File: config.mk
export PLATFORM = sky130hd
export DESIGN_NAME = seven_segment_serial_link
export DESIGN_NICKNAME = d
export VERILOG_FILES = /design/src/sv/sssl_pkg.sv /design/src/sv/sssl_front.sv /design/src/sv/sssl_engine.sv /design/src/sv/seven_segment_serial_link.sv
export SDC_FILE = /design/constraint.sdc
export NUM_CORES = 1
export LEC_CHECK = 0
export BUFFER_PORTS_ARGS = -buffer_cell sky130_fd_sc_hd__buf_4
export CORE_AREA = 2 2 130 132
export CTS_BUF_LIST = sky130_fd_sc_hd__clkbuf_8
export CTS_CLUSTER_DIAMETER = 100
export CTS_CLUSTER_SIZE = 12
export DETAILED_ROUTE_END_ITERATION = 10
export DIE_AREA = 0 0 132 134
export GPL_ROUTABILITY_DRIVEN = 0
export PLACE_DENSITY_LB_ADDON = 0.2
export SKIP_CTS_REPAIR_TIMING = 1
export SLEW_MARGIN = 20
export SYNTH_ARGS = -nofsm -noshare
export SYNTH_HDL_FRONTEND = slang
export SYNTH_HIERARCHICAL = 1
export SYNTH_SLANG_ARGS = --single-unit
File: constraint.sdc
create_clock -name aclk -period 4.5 [get_ports aclk]
set_clock_uncertainty 0.2 [all_clocks]
set_input_delay 0.675 -clock aclk [delete_from_list [all_inputs] [get_ports aclk]]
set_output_delay 0.675 -clock aclk [all_outputs]
set_load 0.005 [all_outputs]
File: src/sv/sssl_pkg.sv
// ----------------------------------------------------------------------------
// sssl_pkg
// Shared constants, codes and types of the two-pin segment display link.
// ----------------------------------------------------------------------------
package sssl_pkg;

    // Waveform timing: steps per bit cycle and the step of each pin event.
    localparam int TICKS_PER_BIT = 8;
    localparam int TICK_W        = $clog2(TICKS_PER_BIT);
    localparam int AT_DATA       = TICKS_PER_BIT / 4;
    localparam int AT_ACK        = (TICKS_PER_BIT * 3) / 8;
    localparam int AT_HIGH       = TICKS_PER_BIT / 2;
    localparam int AT_EDGE       = (TICKS_PER_BIT * 3) / 4;

    // Bytes of a digit-write frame.
    localparam int FRAME_BYTES = 5;
    localparam int IDX_W       = $clog2(FRAME_BYTES);
    localparam int CNT_W       = $clog2(FRAME_BYTES + 1);

    // Bits of a shift-register word and the bit index of a byte's acknowledge clock.
    localparam int SHIFT_BITS = 16;
    localparam int BIT_W      = $clog2(SHIFT_BITS + 1);
    localparam int ACK_CLOCK  = 8;

    // Command bytes of the two-wire driver.
    localparam logic [7:0] CMD_ADDR_SET = 8'hC0;
    localparam logic [7:0] CMD_PAD      = 8'h00;
    localparam logic [7:0] CMD_DATA     = 8'h40;
    localparam logic [7:0] CMD_DISP_ON  = 8'h88;
    localparam logic [7:0] CMD_DISP_OFF = 8'h80;

    // Input op codes.
    localparam logic [2:0] OP_TICK  = 3'd0;
    localparam logic [2:0] OP_WRITE = 3'd1;
    localparam logic [2:0] OP_ON    = 3'd2;
    localparam logic [2:0] OP_OFF   = 3'd3;
    localparam logic [2:0] OP_DATA  = 3'd4;

    // Configuration register indexes and reset values.
    localparam int          CFG_IDX_W        = 2;
    localparam int          CFG_DATA_W       = 3;
    localparam logic [1:0]  REG_DRIVER_MODE  = 2'd0;
    localparam logic [1:0]  REG_BRIGHTNESS   = 2'd1;
    localparam logic [1:0]  REG_MAX_ATTEMPTS = 2'd2;
    localparam logic        RST_DRIVER_MODE  = 1'b0;
    localparam logic [2:0]  RST_BRIGHTNESS   = 3'd1;
    localparam logic [2:0]  RST_MAX_ATTEMPTS = 3'd3;

    // Depth of the queue between the front and the engine.
    localparam int Q_DEPTH = 2;
    localparam int Q_PTR_W = $clog2(Q_DEPTH);
    localparam int Q_CNT_W = $clog2(Q_DEPTH + 1);

    typedef enum logic [2:0] {
        K_TICK,
        K_WRITE,
        K_ON,
        K_OFF,
        K_DATA,
        K_NONE
    } kind_t;

    typedef enum logic [4:0] {
        PH_IDLE  = 5'b00001,
        PH_START = 5'b00010,
        PH_BITS  = 5'b00100,
        PH_STOP  = 5'b01000,
        PH_SHIFT = 5'b10000
    } phase_t;

    typedef struct packed {
        kind_t      kind;
        logic [7:0] seg0;
        logic [7:0] seg1;
        logic [7:0] seg2;
        logic       dat_in;
    } item_t;

    typedef struct packed {
        logic       driver_mode;
        logic [2:0] brightness;
        logic [2:0] max_attempts;
    } cfg_t;

    typedef struct packed {
        logic clk_out;
        logic dat_out;
        logic busy_res;
        logic done_res;
        logic fail;
        logic rejected;
    } result_t;

endpackage

File: src/sv/sssl_front.sv
// ----------------------------------------------------------------------------
// sssl_front
// Takes input items, decodes the op into a command kind and holds them in a
// short queue until the engine takes them.
// ----------------------------------------------------------------------------
module sssl_front (
    input  logic               aclk,
    input  logic               aresetn,
    input  logic               s_valid,
    output logic               s_ready,
    input  logic [2:0]         s_op,
    input  logic [7:0]         s_seg0,
    input  logic [7:0]         s_seg1,
    input  logic [7:0]         s_seg2,
    input  logic               s_dat_in,
    output logic               q_valid,
    input  logic               q_pop,
    output sssl_pkg::item_t    q_item
);

    sssl_pkg::item_t                 q_mem_reg [sssl_pkg::Q_DEPTH];
    logic [sssl_pkg::Q_PTR_W-1:0]    wr_ptr_reg, wr_ptr_next;
    logic [sssl_pkg::Q_PTR_W-1:0]    rd_ptr_reg, rd_ptr_next;
    logic [sssl_pkg::Q_CNT_W-1:0]    count_reg, count_next;
    sssl_pkg::item_t                 in_item;
    logic                            push;
    logic                            pop;

    always_comb begin
        case (s_op)
            sssl_pkg::OP_TICK:  in_item.kind = sssl_pkg::K_TICK;
            sssl_pkg::OP_WRITE: in_item.kind = sssl_pkg::K_WRITE;
            sssl_pkg::OP_ON:    in_item.kind = sssl_pkg::K_ON;
            sssl_pkg::OP_OFF:   in_item.kind = sssl_pkg::K_OFF;
            sssl_pkg::OP_DATA:  in_item.kind = sssl_pkg::K_DATA;
            default:            in_item.kind = sssl_pkg::K_NONE;
        endcase
        in_item.seg0   = s_seg0;
        in_item.seg1   = s_seg1;
        in_item.seg2   = s_seg2;
        in_item.dat_in = s_dat_in;
    end

    assign s_ready = (count_reg < sssl_pkg::Q_CNT_W'(sssl_pkg::Q_DEPTH));
    assign q_valid = (count_reg != '0);
    assign q_item  = q_mem_reg[rd_ptr_reg];
    assign push    = s_valid && s_ready;
    assign pop     = q_pop && q_valid;

    always_comb begin
        wr_ptr_next = wr_ptr_reg;
        rd_ptr_next = rd_ptr_reg;
        count_next  = count_reg;
        if (push) begin
            wr_ptr_next = (wr_ptr_reg == sssl_pkg::Q_PTR_W'(sssl_pkg::Q_DEPTH - 1)) ?
                          '0 : wr_ptr_reg + 1'b1;
        end
        if (pop) begin
            rd_ptr_next = (rd_ptr_reg == sssl_pkg::Q_PTR_W'(sssl_pkg::Q_DEPTH - 1)) ?
                          '0 : rd_ptr_reg + 1'b1;
        end
        if (push && !pop) begin
            count_next = count_reg + 1'b1;
        end else if (pop && !push) begin
            count_next = count_reg - 1'b1;
        end
    end

    always_ff @(posedge aclk) begin
        if (!aresetn) begin
            wr_ptr_reg <= '0;
            rd_ptr_reg <= '0;
            count_reg  <= '0;
        end else begin
            wr_ptr_reg <= wr_ptr_next;
            rd_ptr_reg <= rd_ptr_next;
            count_reg  <= count_next;
        end
    end

    always_ff @(posedge aclk) begin
        if (push) begin
            q_mem_reg[wr_ptr_reg] <= in_item;
        end
    end

endmodule

File: src/sv/sssl_engine.sv
// ----------------------------------------------------------------------------
// sssl_engine
// Executes one queued item per cycle unless a result waits untaken: starts
// frames and shifts, advances the pin waveform on ticks, registers results.
// ----------------------------------------------------------------------------
module sssl_engine (
    input  logic               aclk,
    input  logic               aresetn,
    input  sssl_pkg::cfg_t     cfg,
    input  logic               q_valid,
    output logic               q_pop,
    input  sssl_pkg::item_t    q_item,
    output logic               m_valid,
    input  logic               m_ready,
    output sssl_pkg::result_t  m_result
);

    sssl_pkg::phase_t                phase_reg, phase_next;
    logic [sssl_pkg::TICK_W-1:0]     tick_reg, tick_next;
    logic [sssl_pkg::BIT_W-1:0]      bit_reg, bit_next;
    logic [sssl_pkg::CNT_W-1:0]      byte_reg, byte_next;
    logic [2:0]                      attempt_reg, attempt_next;
    logic [15:0]                     word_reg, word_next;
    logic [15:0]                     stored_reg, stored_next;
    logic [7:0]                      frame_reg [sssl_pkg::FRAME_BYTES];
    logic [7:0]                      frame_next [sssl_pkg::FRAME_BYTES];
    logic                            full_reg, full_next;
    logic                            bad_reg, bad_next;
    logic                            fail_reg, fail_next;
    logic                            clk_reg, clk_next;
    logic                            dat_reg, dat_next;
    logic                            m_valid_reg, m_valid_next;
    sssl_pkg::result_t               res_reg, res_next;
    logic                            step;
    logic                            last;
    logic                            done;
    logic                            rej;
    logic [2:0]                      limit;
    logic [7:0]                      cur_byte;
    logic [sssl_pkg::CNT_W-1:0]      frame_len;

    assign step    = q_valid && (!m_valid_reg || m_ready);
    assign q_pop   = step;
    assign last    = (tick_reg == sssl_pkg::TICK_W'(sssl_pkg::TICKS_PER_BIT - 1));
    assign limit   = (cfg.max_attempts == 3'd0) ? 3'd1 : cfg.max_attempts;
    assign cur_byte = (byte_reg < sssl_pkg::CNT_W'(sssl_pkg::FRAME_BYTES)) ?
                      frame_reg[byte_reg[sssl_pkg::IDX_W-1:0]] : frame_reg[0];
    assign frame_len = full_reg ? sssl_pkg::CNT_W'(sssl_pkg::FRAME_BYTES) :
                                  sssl_pkg::CNT_W'(1);

    always_comb begin
        phase_next   = phase_reg;
        tick_next    = tick_reg;
        bit_next     = bit_reg;
        byte_next    = byte_reg;
        attempt_next = attempt_reg;
        word_next    = word_reg;
        stored_next  = stored_reg;
        frame_next   = frame_reg;
        full_next    = full_reg;
        bad_next     = bad_reg;
        fail_next    = fail_reg;
        clk_next     = clk_reg;
        dat_next     = dat_reg;
        done         = 1'b0;
        rej          = 1'b0;

        if (step) begin
            if (q_item.kind == sssl_pkg::K_TICK) begin
                case (phase_reg)
                    sssl_pkg::PH_START, sssl_pkg::PH_STOP: begin
                        if (tick_reg == '0) clk_next = 1'b0;
                        if (tick_reg == sssl_pkg::TICK_W'(sssl_pkg::AT_HIGH)) clk_next = 1'b1;
                        if (tick_reg == sssl_pkg::TICK_W'(sssl_pkg::AT_EDGE)) begin
                            dat_next = (phase_reg == sssl_pkg::PH_STOP);
                        end
                        if (last) begin
                            if (phase_reg == sssl_pkg::PH_START) begin
                                phase_next = sssl_pkg::PH_BITS;
                                byte_next  = '0;
                                bit_next   = '0;
                            end else if (bad_reg && ({1'b0, attempt_reg} + 4'd1 <
                                                     {1'b0, limit})) begin
                                attempt_next = attempt_reg + 3'd1;
                                bad_next     = 1'b0;
                                phase_next   = sssl_pkg::PH_START;
                            end else begin
                                fail_next  = bad_reg;
                                phase_next = sssl_pkg::PH_IDLE;
                                done       = 1'b1;
                            end
                        end
                    end
                    sssl_pkg::PH_BITS: begin
                        if (tick_reg == '0) clk_next = 1'b0;
                        if (tick_reg == sssl_pkg::TICK_W'(sssl_pkg::AT_DATA)) begin
                            dat_next = (bit_reg < sssl_pkg::BIT_W'(sssl_pkg::ACK_CLOCK)) ?
                                       cur_byte[bit_reg[2:0]] : 1'b1;
                        end
                        if (tick_reg == sssl_pkg::TICK_W'(sssl_pkg::AT_ACK) &&
                            bit_reg == sssl_pkg::BIT_W'(sssl_pkg::ACK_CLOCK)) begin
                            bad_next = q_item.dat_in;
                            dat_next = 1'b0;
                        end
                        if (tick_reg == sssl_pkg::TICK_W'(sssl_pkg::AT_HIGH)) clk_next = 1'b1;
                        if (last) begin
                            bit_next = bit_reg + 1'b1;
                            if (bit_next > sssl_pkg::BIT_W'(sssl_pkg::ACK_CLOCK)) begin
                                bit_next  = '0;
                                byte_next = byte_reg + 1'b1;
                                if (bad_next || byte_next >= frame_len) begin
                                    phase_next = sssl_pkg::PH_STOP;
                                end
                            end
                        end
                    end
                    sssl_pkg::PH_SHIFT: begin
                        if (tick_reg == '0) clk_next = 1'b0;
                        if (tick_reg == sssl_pkg::TICK_W'(sssl_pkg::AT_DATA)) begin
                            dat_next = word_reg[15];
                        end
                        if (tick_reg == sssl_pkg::TICK_W'(sssl_pkg::AT_HIGH)) clk_next = 1'b1;
                        if (last) begin
                            word_next = {word_reg[14:0], 1'b0};
                            bit_next  = bit_reg + 1'b1;
                            if (bit_next >= sssl_pkg::BIT_W'(sssl_pkg::SHIFT_BITS)) begin
                                bit_next   = '0;
                                dat_next   = 1'b1;
                                fail_next  = 1'b0;
                                phase_next = sssl_pkg::PH_IDLE;
                                done       = 1'b1;
                            end
                        end
                    end
                    default: ;
                endcase
                if (phase_next != sssl_pkg::PH_IDLE && !done) begin
                    tick_next = last ? '0 : tick_reg + 1'b1;
                end else begin
                    tick_next = '0;
                end
            end else if (q_item.kind != sssl_pkg::K_NONE) begin
                if (phase_reg != sssl_pkg::PH_IDLE) begin
                    rej = 1'b1;
                end else if (!cfg.driver_mode) begin
                    // Two-wire frame: load the bytes, then a start condition.
                    fail_next = 1'b0;
                    case (q_item.kind)
                        sssl_pkg::K_WRITE: begin
                            for (int i = 0; i < sssl_pkg::FRAME_BYTES; i++) begin
                                case (i)
                                    0:       frame_next[i] = sssl_pkg::CMD_ADDR_SET;
                                    1:       frame_next[i] = q_item.seg0;
                                    2:       frame_next[i] = q_item.seg1;
                                    3:       frame_next[i] = q_item.seg2;
                                    default: frame_next[i] = sssl_pkg::CMD_PAD;
                                endcase
                            end
                            full_next = 1'b1;
                        end
                        sssl_pkg::K_ON: begin
                            frame_next[0] = sssl_pkg::CMD_DISP_ON + {5'd0, cfg.brightness};
                            full_next     = 1'b0;
                        end
                        sssl_pkg::K_OFF: begin
                            frame_next[0] = sssl_pkg::CMD_DISP_OFF;
                            full_next     = 1'b0;
                        end
                        default: begin
                            frame_next[0] = sssl_pkg::CMD_DATA;
                            full_next     = 1'b0;
                        end
                    endcase
                    attempt_next = '0;
                    byte_next    = '0;
                    bit_next     = '0;
                    tick_next    = '0;
                    bad_next     = 1'b0;
                    phase_next   = sssl_pkg::PH_START;
                end else if (q_item.kind != sssl_pkg::K_DATA) begin
                    // Shift-register word; the written pattern is kept for the display-on command.
                    fail_next = 1'b0;
                    case (q_item.kind)
                        sssl_pkg::K_WRITE: begin
                            stored_next = {q_item.seg0, q_item.seg1};
                            word_next   = {q_item.seg0, q_item.seg1};
                        end
                        sssl_pkg::K_ON: word_next = stored_reg;
                        default:        word_next = '0;
                    endcase
                    bit_next   = '0;
                    tick_next  = '0;
                    phase_next = sssl_pkg::PH_SHIFT;
                end
            end
        end

        res_next.clk_out  = clk_next;
        res_next.dat_out  = dat_next;
        res_next.busy_res = (phase_next != sssl_pkg::PH_IDLE);
        res_next.done_res = done;
        res_next.fail     = fail_next;
        res_next.rejected = rej;

        if (step) begin
            m_valid_next = 1'b1;
        end else if (m_ready) begin
            m_valid_next = 1'b0;
        end else begin
            m_valid_next = m_valid_reg;
        end
    end

    always_ff @(posedge aclk) begin
        if (!aresetn) begin
            phase_reg   <= sssl_pkg::PH_IDLE;
            tick_reg    <= '0;
            bit_reg     <= '0;
            byte_reg    <= '0;
            attempt_reg <= '0;
            stored_reg  <= '0;
            bad_reg     <= 1'b0;
            fail_reg    <= 1'b0;
            clk_reg     <= 1'b1;
            dat_reg     <= 1'b1;
            m_valid_reg <= 1'b0;
        end else begin
            phase_reg   <= phase_next;
            tick_reg    <= tick_next;
            bit_reg     <= bit_next;
            byte_reg    <= byte_next;
            attempt_reg <= attempt_next;
            stored_reg  <= stored_next;
            bad_reg     <= bad_next;
            fail_reg    <= fail_next;
            clk_reg     <= clk_next;
            dat_reg     <= dat_next;
            m_valid_reg <= m_valid_next;
        end
    end

    always_ff @(posedge aclk) begin
        word_reg  <= word_next;
        frame_reg <= frame_next;
        full_reg  <= full_next;
        if (step) begin
            res_reg <= res_next;
        end
    end

    assign m_valid  = m_valid_reg;
    assign m_result = res_reg;

endmodule

File: src/sv/seven_segment_serial_link.sv
// ----------------------------------------------------------------------------
// seven_segment_serial_link
// Result path: an accepted input item passes the front queue and the engine
//   step into the result register, held on the m_ ports until it is taken.
// Throughput: one item per clock while the result channel does not stall.
// Reset (aresetn low at a clock edge): queue and output empty, idle, pins
//   high, registers at their defaults; no clearing pass is needed.
// ----------------------------------------------------------------------------
module seven_segment_serial_link (
    input  logic                                aclk,
    input  logic                                aresetn,
    // Configuration write port.
    input  logic                                cfg_we,
    input  logic [sssl_pkg::CFG_IDX_W-1:0]      cfg_index,
    input  logic [sssl_pkg::CFG_DATA_W-1:0]     cfg_wdata,
    // Input item channel.
    input  logic                                s_valid,
    output logic                                s_ready,
    input  logic [2:0]                          s_op,
    input  logic [7:0]                          s_seg0,
    input  logic [7:0]                          s_seg1,
    input  logic [7:0]                          s_seg2,
    input  logic                                s_dat_in,
    // Result item channel.
    output logic                                m_valid,
    input  logic                                m_ready,
    output logic                                m_clk_out,
    output logic                                m_dat_out,
    output logic                                m_busy_res,
    output logic                                m_done_res,
    output logic                                m_fail,
    output logic                                m_rejected
);

    // The block is split in two. The front decodes each item's op and keeps
    // it in a two-entry queue; the engine takes one item per clock whenever
    // its output register is free or being emptied, so the queue absorbs a
    // short downstream stall before the input is held up.

    sssl_pkg::cfg_t     cfg_reg, cfg_next;
    logic               q_valid;
    logic               q_pop;
    sssl_pkg::item_t    q_item;
    sssl_pkg::result_t  m_result;

    // Configuration registers. Writes to an index outside the list are
    // dropped. The engine reads them directly; the user must change them only
    // while the link is idle, as the block does not enforce this.
    always_comb begin
        cfg_next = cfg_reg;
        if (cfg_we) begin
            case (cfg_index)
                sssl_pkg::REG_DRIVER_MODE:  cfg_next.driver_mode  = cfg_wdata[0];
                sssl_pkg::REG_BRIGHTNESS:   cfg_next.brightness   = cfg_wdata[2:0];
                sssl_pkg::REG_MAX_ATTEMPTS: cfg_next.max_attempts = cfg_wdata[2:0];
                default: ;
            endcase
        end
    end

    always_ff @(posedge aclk) begin
        if (!aresetn) begin
            cfg_reg.driver_mode  <= sssl_pkg::RST_DRIVER_MODE;
            cfg_reg.brightness   <= sssl_pkg::RST_BRIGHTNESS;
            cfg_reg.max_attempts <= sssl_pkg::RST_MAX_ATTEMPTS;
        end else begin
            cfg_reg <= cfg_next;
        end
    end

    sssl_front u_front (
        .aclk     (aclk),
        .aresetn  (aresetn),
        .s_valid  (s_valid),
        .s_ready  (s_ready),
        .s_op     (s_op),
        .s_seg0   (s_seg0),
        .s_seg1   (s_seg1),
        .s_seg2   (s_seg2),
        .s_dat_in (s_dat_in),
        .q_valid  (q_valid),
        .q_pop    (q_pop),
        .q_item   (q_item)
    );

    // The engine owns the waveform state: frame bytes, bit and tick counters,
    // the retry count and the kept shift pattern.
    sssl_engine u_engine (
        .aclk     (aclk),
        .aresetn  (aresetn),
        .cfg      (cfg_reg),
        .q_valid  (q_valid),
        .q_pop    (q_pop),
        .q_item   (q_item),
        .m_valid  (m_valid),
        .m_ready  (m_ready),
        .m_result (m_result)
    );

    assign m_clk_out  = m_result.clk_out;
    assign m_dat_out  = m_result.dat_out;
    assign m_busy_res = m_result.busy_res;
    assign m_done_res = m_result.done_res;
    assign m_fail     = m_result.fail;
    assign m_rejected = m_result.rejected;

endmodule

==> impl_metrics.csv <==
group,metric,value,unit
outcome,status,"complete, no violations",
cells_and_area,drive_gt1_frac,0.206,
clock_network,cts_root_buf,"clkbuf_8",
job,max_cap_viol_count,0,
grt,grt_pass1_wl,26.7,mm
synthesis,ys_seq_elements,161,
sta,timing.fmax,297,MHz
sta,holdWs,0.196,ns
sta,fin_crit_sh,0.749,
floorplanning,start_util,0.468,
placed_design,io_buffers,45,
sta,finalMaxSlewViolations,0,
detailed_routing,firstDrtPassIters,5,
sta,tns,0,ns
cells_and_area,layout_common_cells,"edfxtp_1 (109), nand2_1 (62), nor2_1 (61), dfxtp_1 (52), buf_4 (52)",
power_and_ir_drop,p_per_area,479,nW/um^2
sta,maxSlewHeadroom,0.269,
synthesis,netlist_instances,656,
placed_design,dp_slack,1.13,ns
clock_network,clk_latency,0.45,ns
detailed_routing,drc,0,
worst_setup_path,critPathMaxStageDelay,0.49,ns
synthesis,ys_types,79,
power_and_ir_drop,combPwrFrac,0.277,
grt,grt_antenna_before_repair,0,
cells_and_area,final_common_cell,"edfxtp_1",
hold_path,holdCritStartpoint,"s_seg1[1]",
synthesis,synthFlopType,"edfxtp_1",
power_and_ir_drop,power.share.sequential,0.476,
sta,rsz0062_at_grt,"no",
grt,grt_overflow_total,0,
floorplanning,core,16300,sq um
worst_setup_path,critical_path_class,"flip-flop to flip-flop",
synthesis,synth_nets,708,
synthesis,synth_edf_count,109,
synthesis,synth_area,7630,sq um
detailed_routing,ant_nets,0,
clock_network,cts_tree,"built",
clock_network,numCtsBuffers,17,
power_and_ir_drop,internal-power,0.00267,W
hold_path,hold_path_class,"primary input to flip-flop",
synthesis,syn_area_per_cell,11.6,sq um
hold_path,holdPathStages,1,
cells_and_area,instances_no_fill,924,
grt,grt_usage,0.194,
cells_and_area,largest_register_ffs,56,
clock_network,clock_tree.buffer_depth,2,
cells_and_area,fillers,1438,
sta,period_minus_slack,3.37,ns
cells_and_area,insertedDiodeCount,0,
worst_setup_path,cp_max_fo,26,
synthesis,yosysSeqAreaShare,0.566,
worst_setup_path,cp-end-kind,"flip-flop",
worst_setup_path,critPathSlowestCell,"mux2_2",
worst_setup_path,required,4.64,ns
hold_path,holdPathEnd,"u_front/q_mem_reg[0][10]$_DFFE_PP_",
power_and_ir_drop,p_total,0.00404,W
placed_design,hpwlAfterDp,10.9,mm
worst_setup_path,startpoint_type,"flip-flop",
floorplanning,die_area,17700,sq um
floorplanning,die_y,134,microns
detailed_routing,wl,16.1,mm
power_and_ir_drop,swShare,0.340,
sta,tightest_slew,1.09,ns
detailed_routing,drt-wirelength-per-cell,17.5,microns
synthesis,ys_warn_count,6,
worst_setup_path,arrival,3.51,ns
worst_setup_path,reg2reg_depth,8,
detailed_routing,via_per_inst,5.53,
sta,setup_viol,0,
power_and_ir_drop,clkPwrFrac,0.247,
cells_and_area,nets,743,
worst_setup_path,worstPathCellList,"buf_4 > mux2_2 > nor3_2 > nand3_1 > a211oi_1 > a21boi_1 > a211o_1 > or2_2",
floorplanning,rows,47,
grt,grt_max_degree,33,
power_and_ir_drop,power.switching,0.00137,W
detailed_routing,vias,5109,
sta,finalHoldViolations,0,
power_and_ir_drop,ir_worst_vdd,0.000230,V
synthesis,async_reset_ff_frac,0,
detailed_routing,drt_iter0_drc,389,
placed_design,dp.cells,892,
grt,grt_pass1_vias,5174,
worst_setup_path,reg2reg_slack,1.13,ns
power_and_ir_drop,leakage,2.94,nW
floorplanning,ios,46,
clock_network,cts.sinks,161,
sta,layout_setup_ws,1.13,ns
clock_network,htreeDepth,4,
cells_and_area,area_growth_syn_to_layout,10.6,%
worst_setup_path,reg2reg_to,"u_engine/dat_reg$_SDFF_PN1_",
clock_network,clk_pin_slew_worst_paths,0.09,ns
floorplanning,die_w,132,microns
-- critical path, delay by kind of cell, from the launching register on --
kind / cells / cell delay (ns)
AOI/OAI and AO/OA: 3 / 0.84
muxes: 1 / 0.49
buffers and inverters: 1 / 0.35
and+or+nand+nor: 3 / 1.00
DFF: 1 / 0.37
-- cells by family (layout without fill, tap and decap cells) --
logic type	count (synthesis)	in the layout	share of synthesized area
buf+inv	57	105	0.0420
fa+ha+maj	14	14	0.0230
compound gates	127	127	0.109
flops	161	161	0.566
mux	66	66	0.0970
xor+xnor	10	10	0.0115
simple gates	221	221	0.151
-- Yosys cell counts, drive strengths merged, types with 16 or more instances --
master,n,share of area
a21oi,46,0.031
mux2i,30,0.039
edfxtp,109,0.43
clkbuf,21,0.017
nand2,62,0.031
nor2,61,0.030
dfxtp,52,0.14
inv,21,0.010
o21ai,27,0.018
nor2b,16,0.013
mux2,33,0.049
-- power by group through the flow --
stage	combinational, W	sequential [W]	clock [W]
CTS	0.00113	0.00192	0.00104
global placement	0.00111	0.00195	0
global route	0.00122	0.00194	0.00110
floorplan	0.000842	0.00192	0
detailed placement	0.00112	0.00196	0
finish	0.00112	0.00192	0.000999
-- final cells by class --
| class | instances | area [sq um] | share of cell area |
|---|---|---|---|
| timing repair buffer | 52 | 390 | 0.0463 |
| clock inverter | 15 | 139 | 0.0165 |
| clock buffer | 17 | 234 | 0.0277 |
| inverter | 21 | 78.8 | 0.00935 |
| sequential | 161 | 4310 | 0.511 |
| multi-input combinational | 438 | 3000 | 0.356 |
| tap | 220 | 275 | 0.0326 |
-- routing by layer --
layer,global-route usage,part of all wire
met5,0,0
met4,0.0688,0.016
met3,0.0469,0.040
met2,0.334,0.50
met1,0.238,0.44
-- per-stage QoR --
step | util | area, sq um
3_3_place_gp | 0.495 | 8060
5_1_grt | 0.518 | 8430
4_1_cts | 0.518 | 8430
3_5_place_dp | 0.495 | 8060
6_report | 0.518 | 8430
2_1_floorplan | - | 7630
-- worst max-delay path by stage --
stage | from | to | slack [ns] | cells past startpoint
floorplan | flip-flop | u_engine/word_reg[0]$_SDFFCE_PP0P_ | 0.91 | 7
global placement | flip-flop | u_engine/dat_reg$_SDFF_PN1_ | 1.28 | 8
detailed placement | flip-flop | u_engine/dat_reg$_SDFF_PN1_ | 1.13 | 8
CTS | flip-flop | u_engine/dat_reg$_SDFF_PN1_ | 1.14 | 8
global route | flip-flop | u_engine/dat_reg$_SDFF_PN1_ | 0.91 | 8
finish | flip-flop | u_engine/dat_reg$_SDFF_PN1_ | 1.13 | 8
No activity file was read; power rests on OpenSTA's default activity.
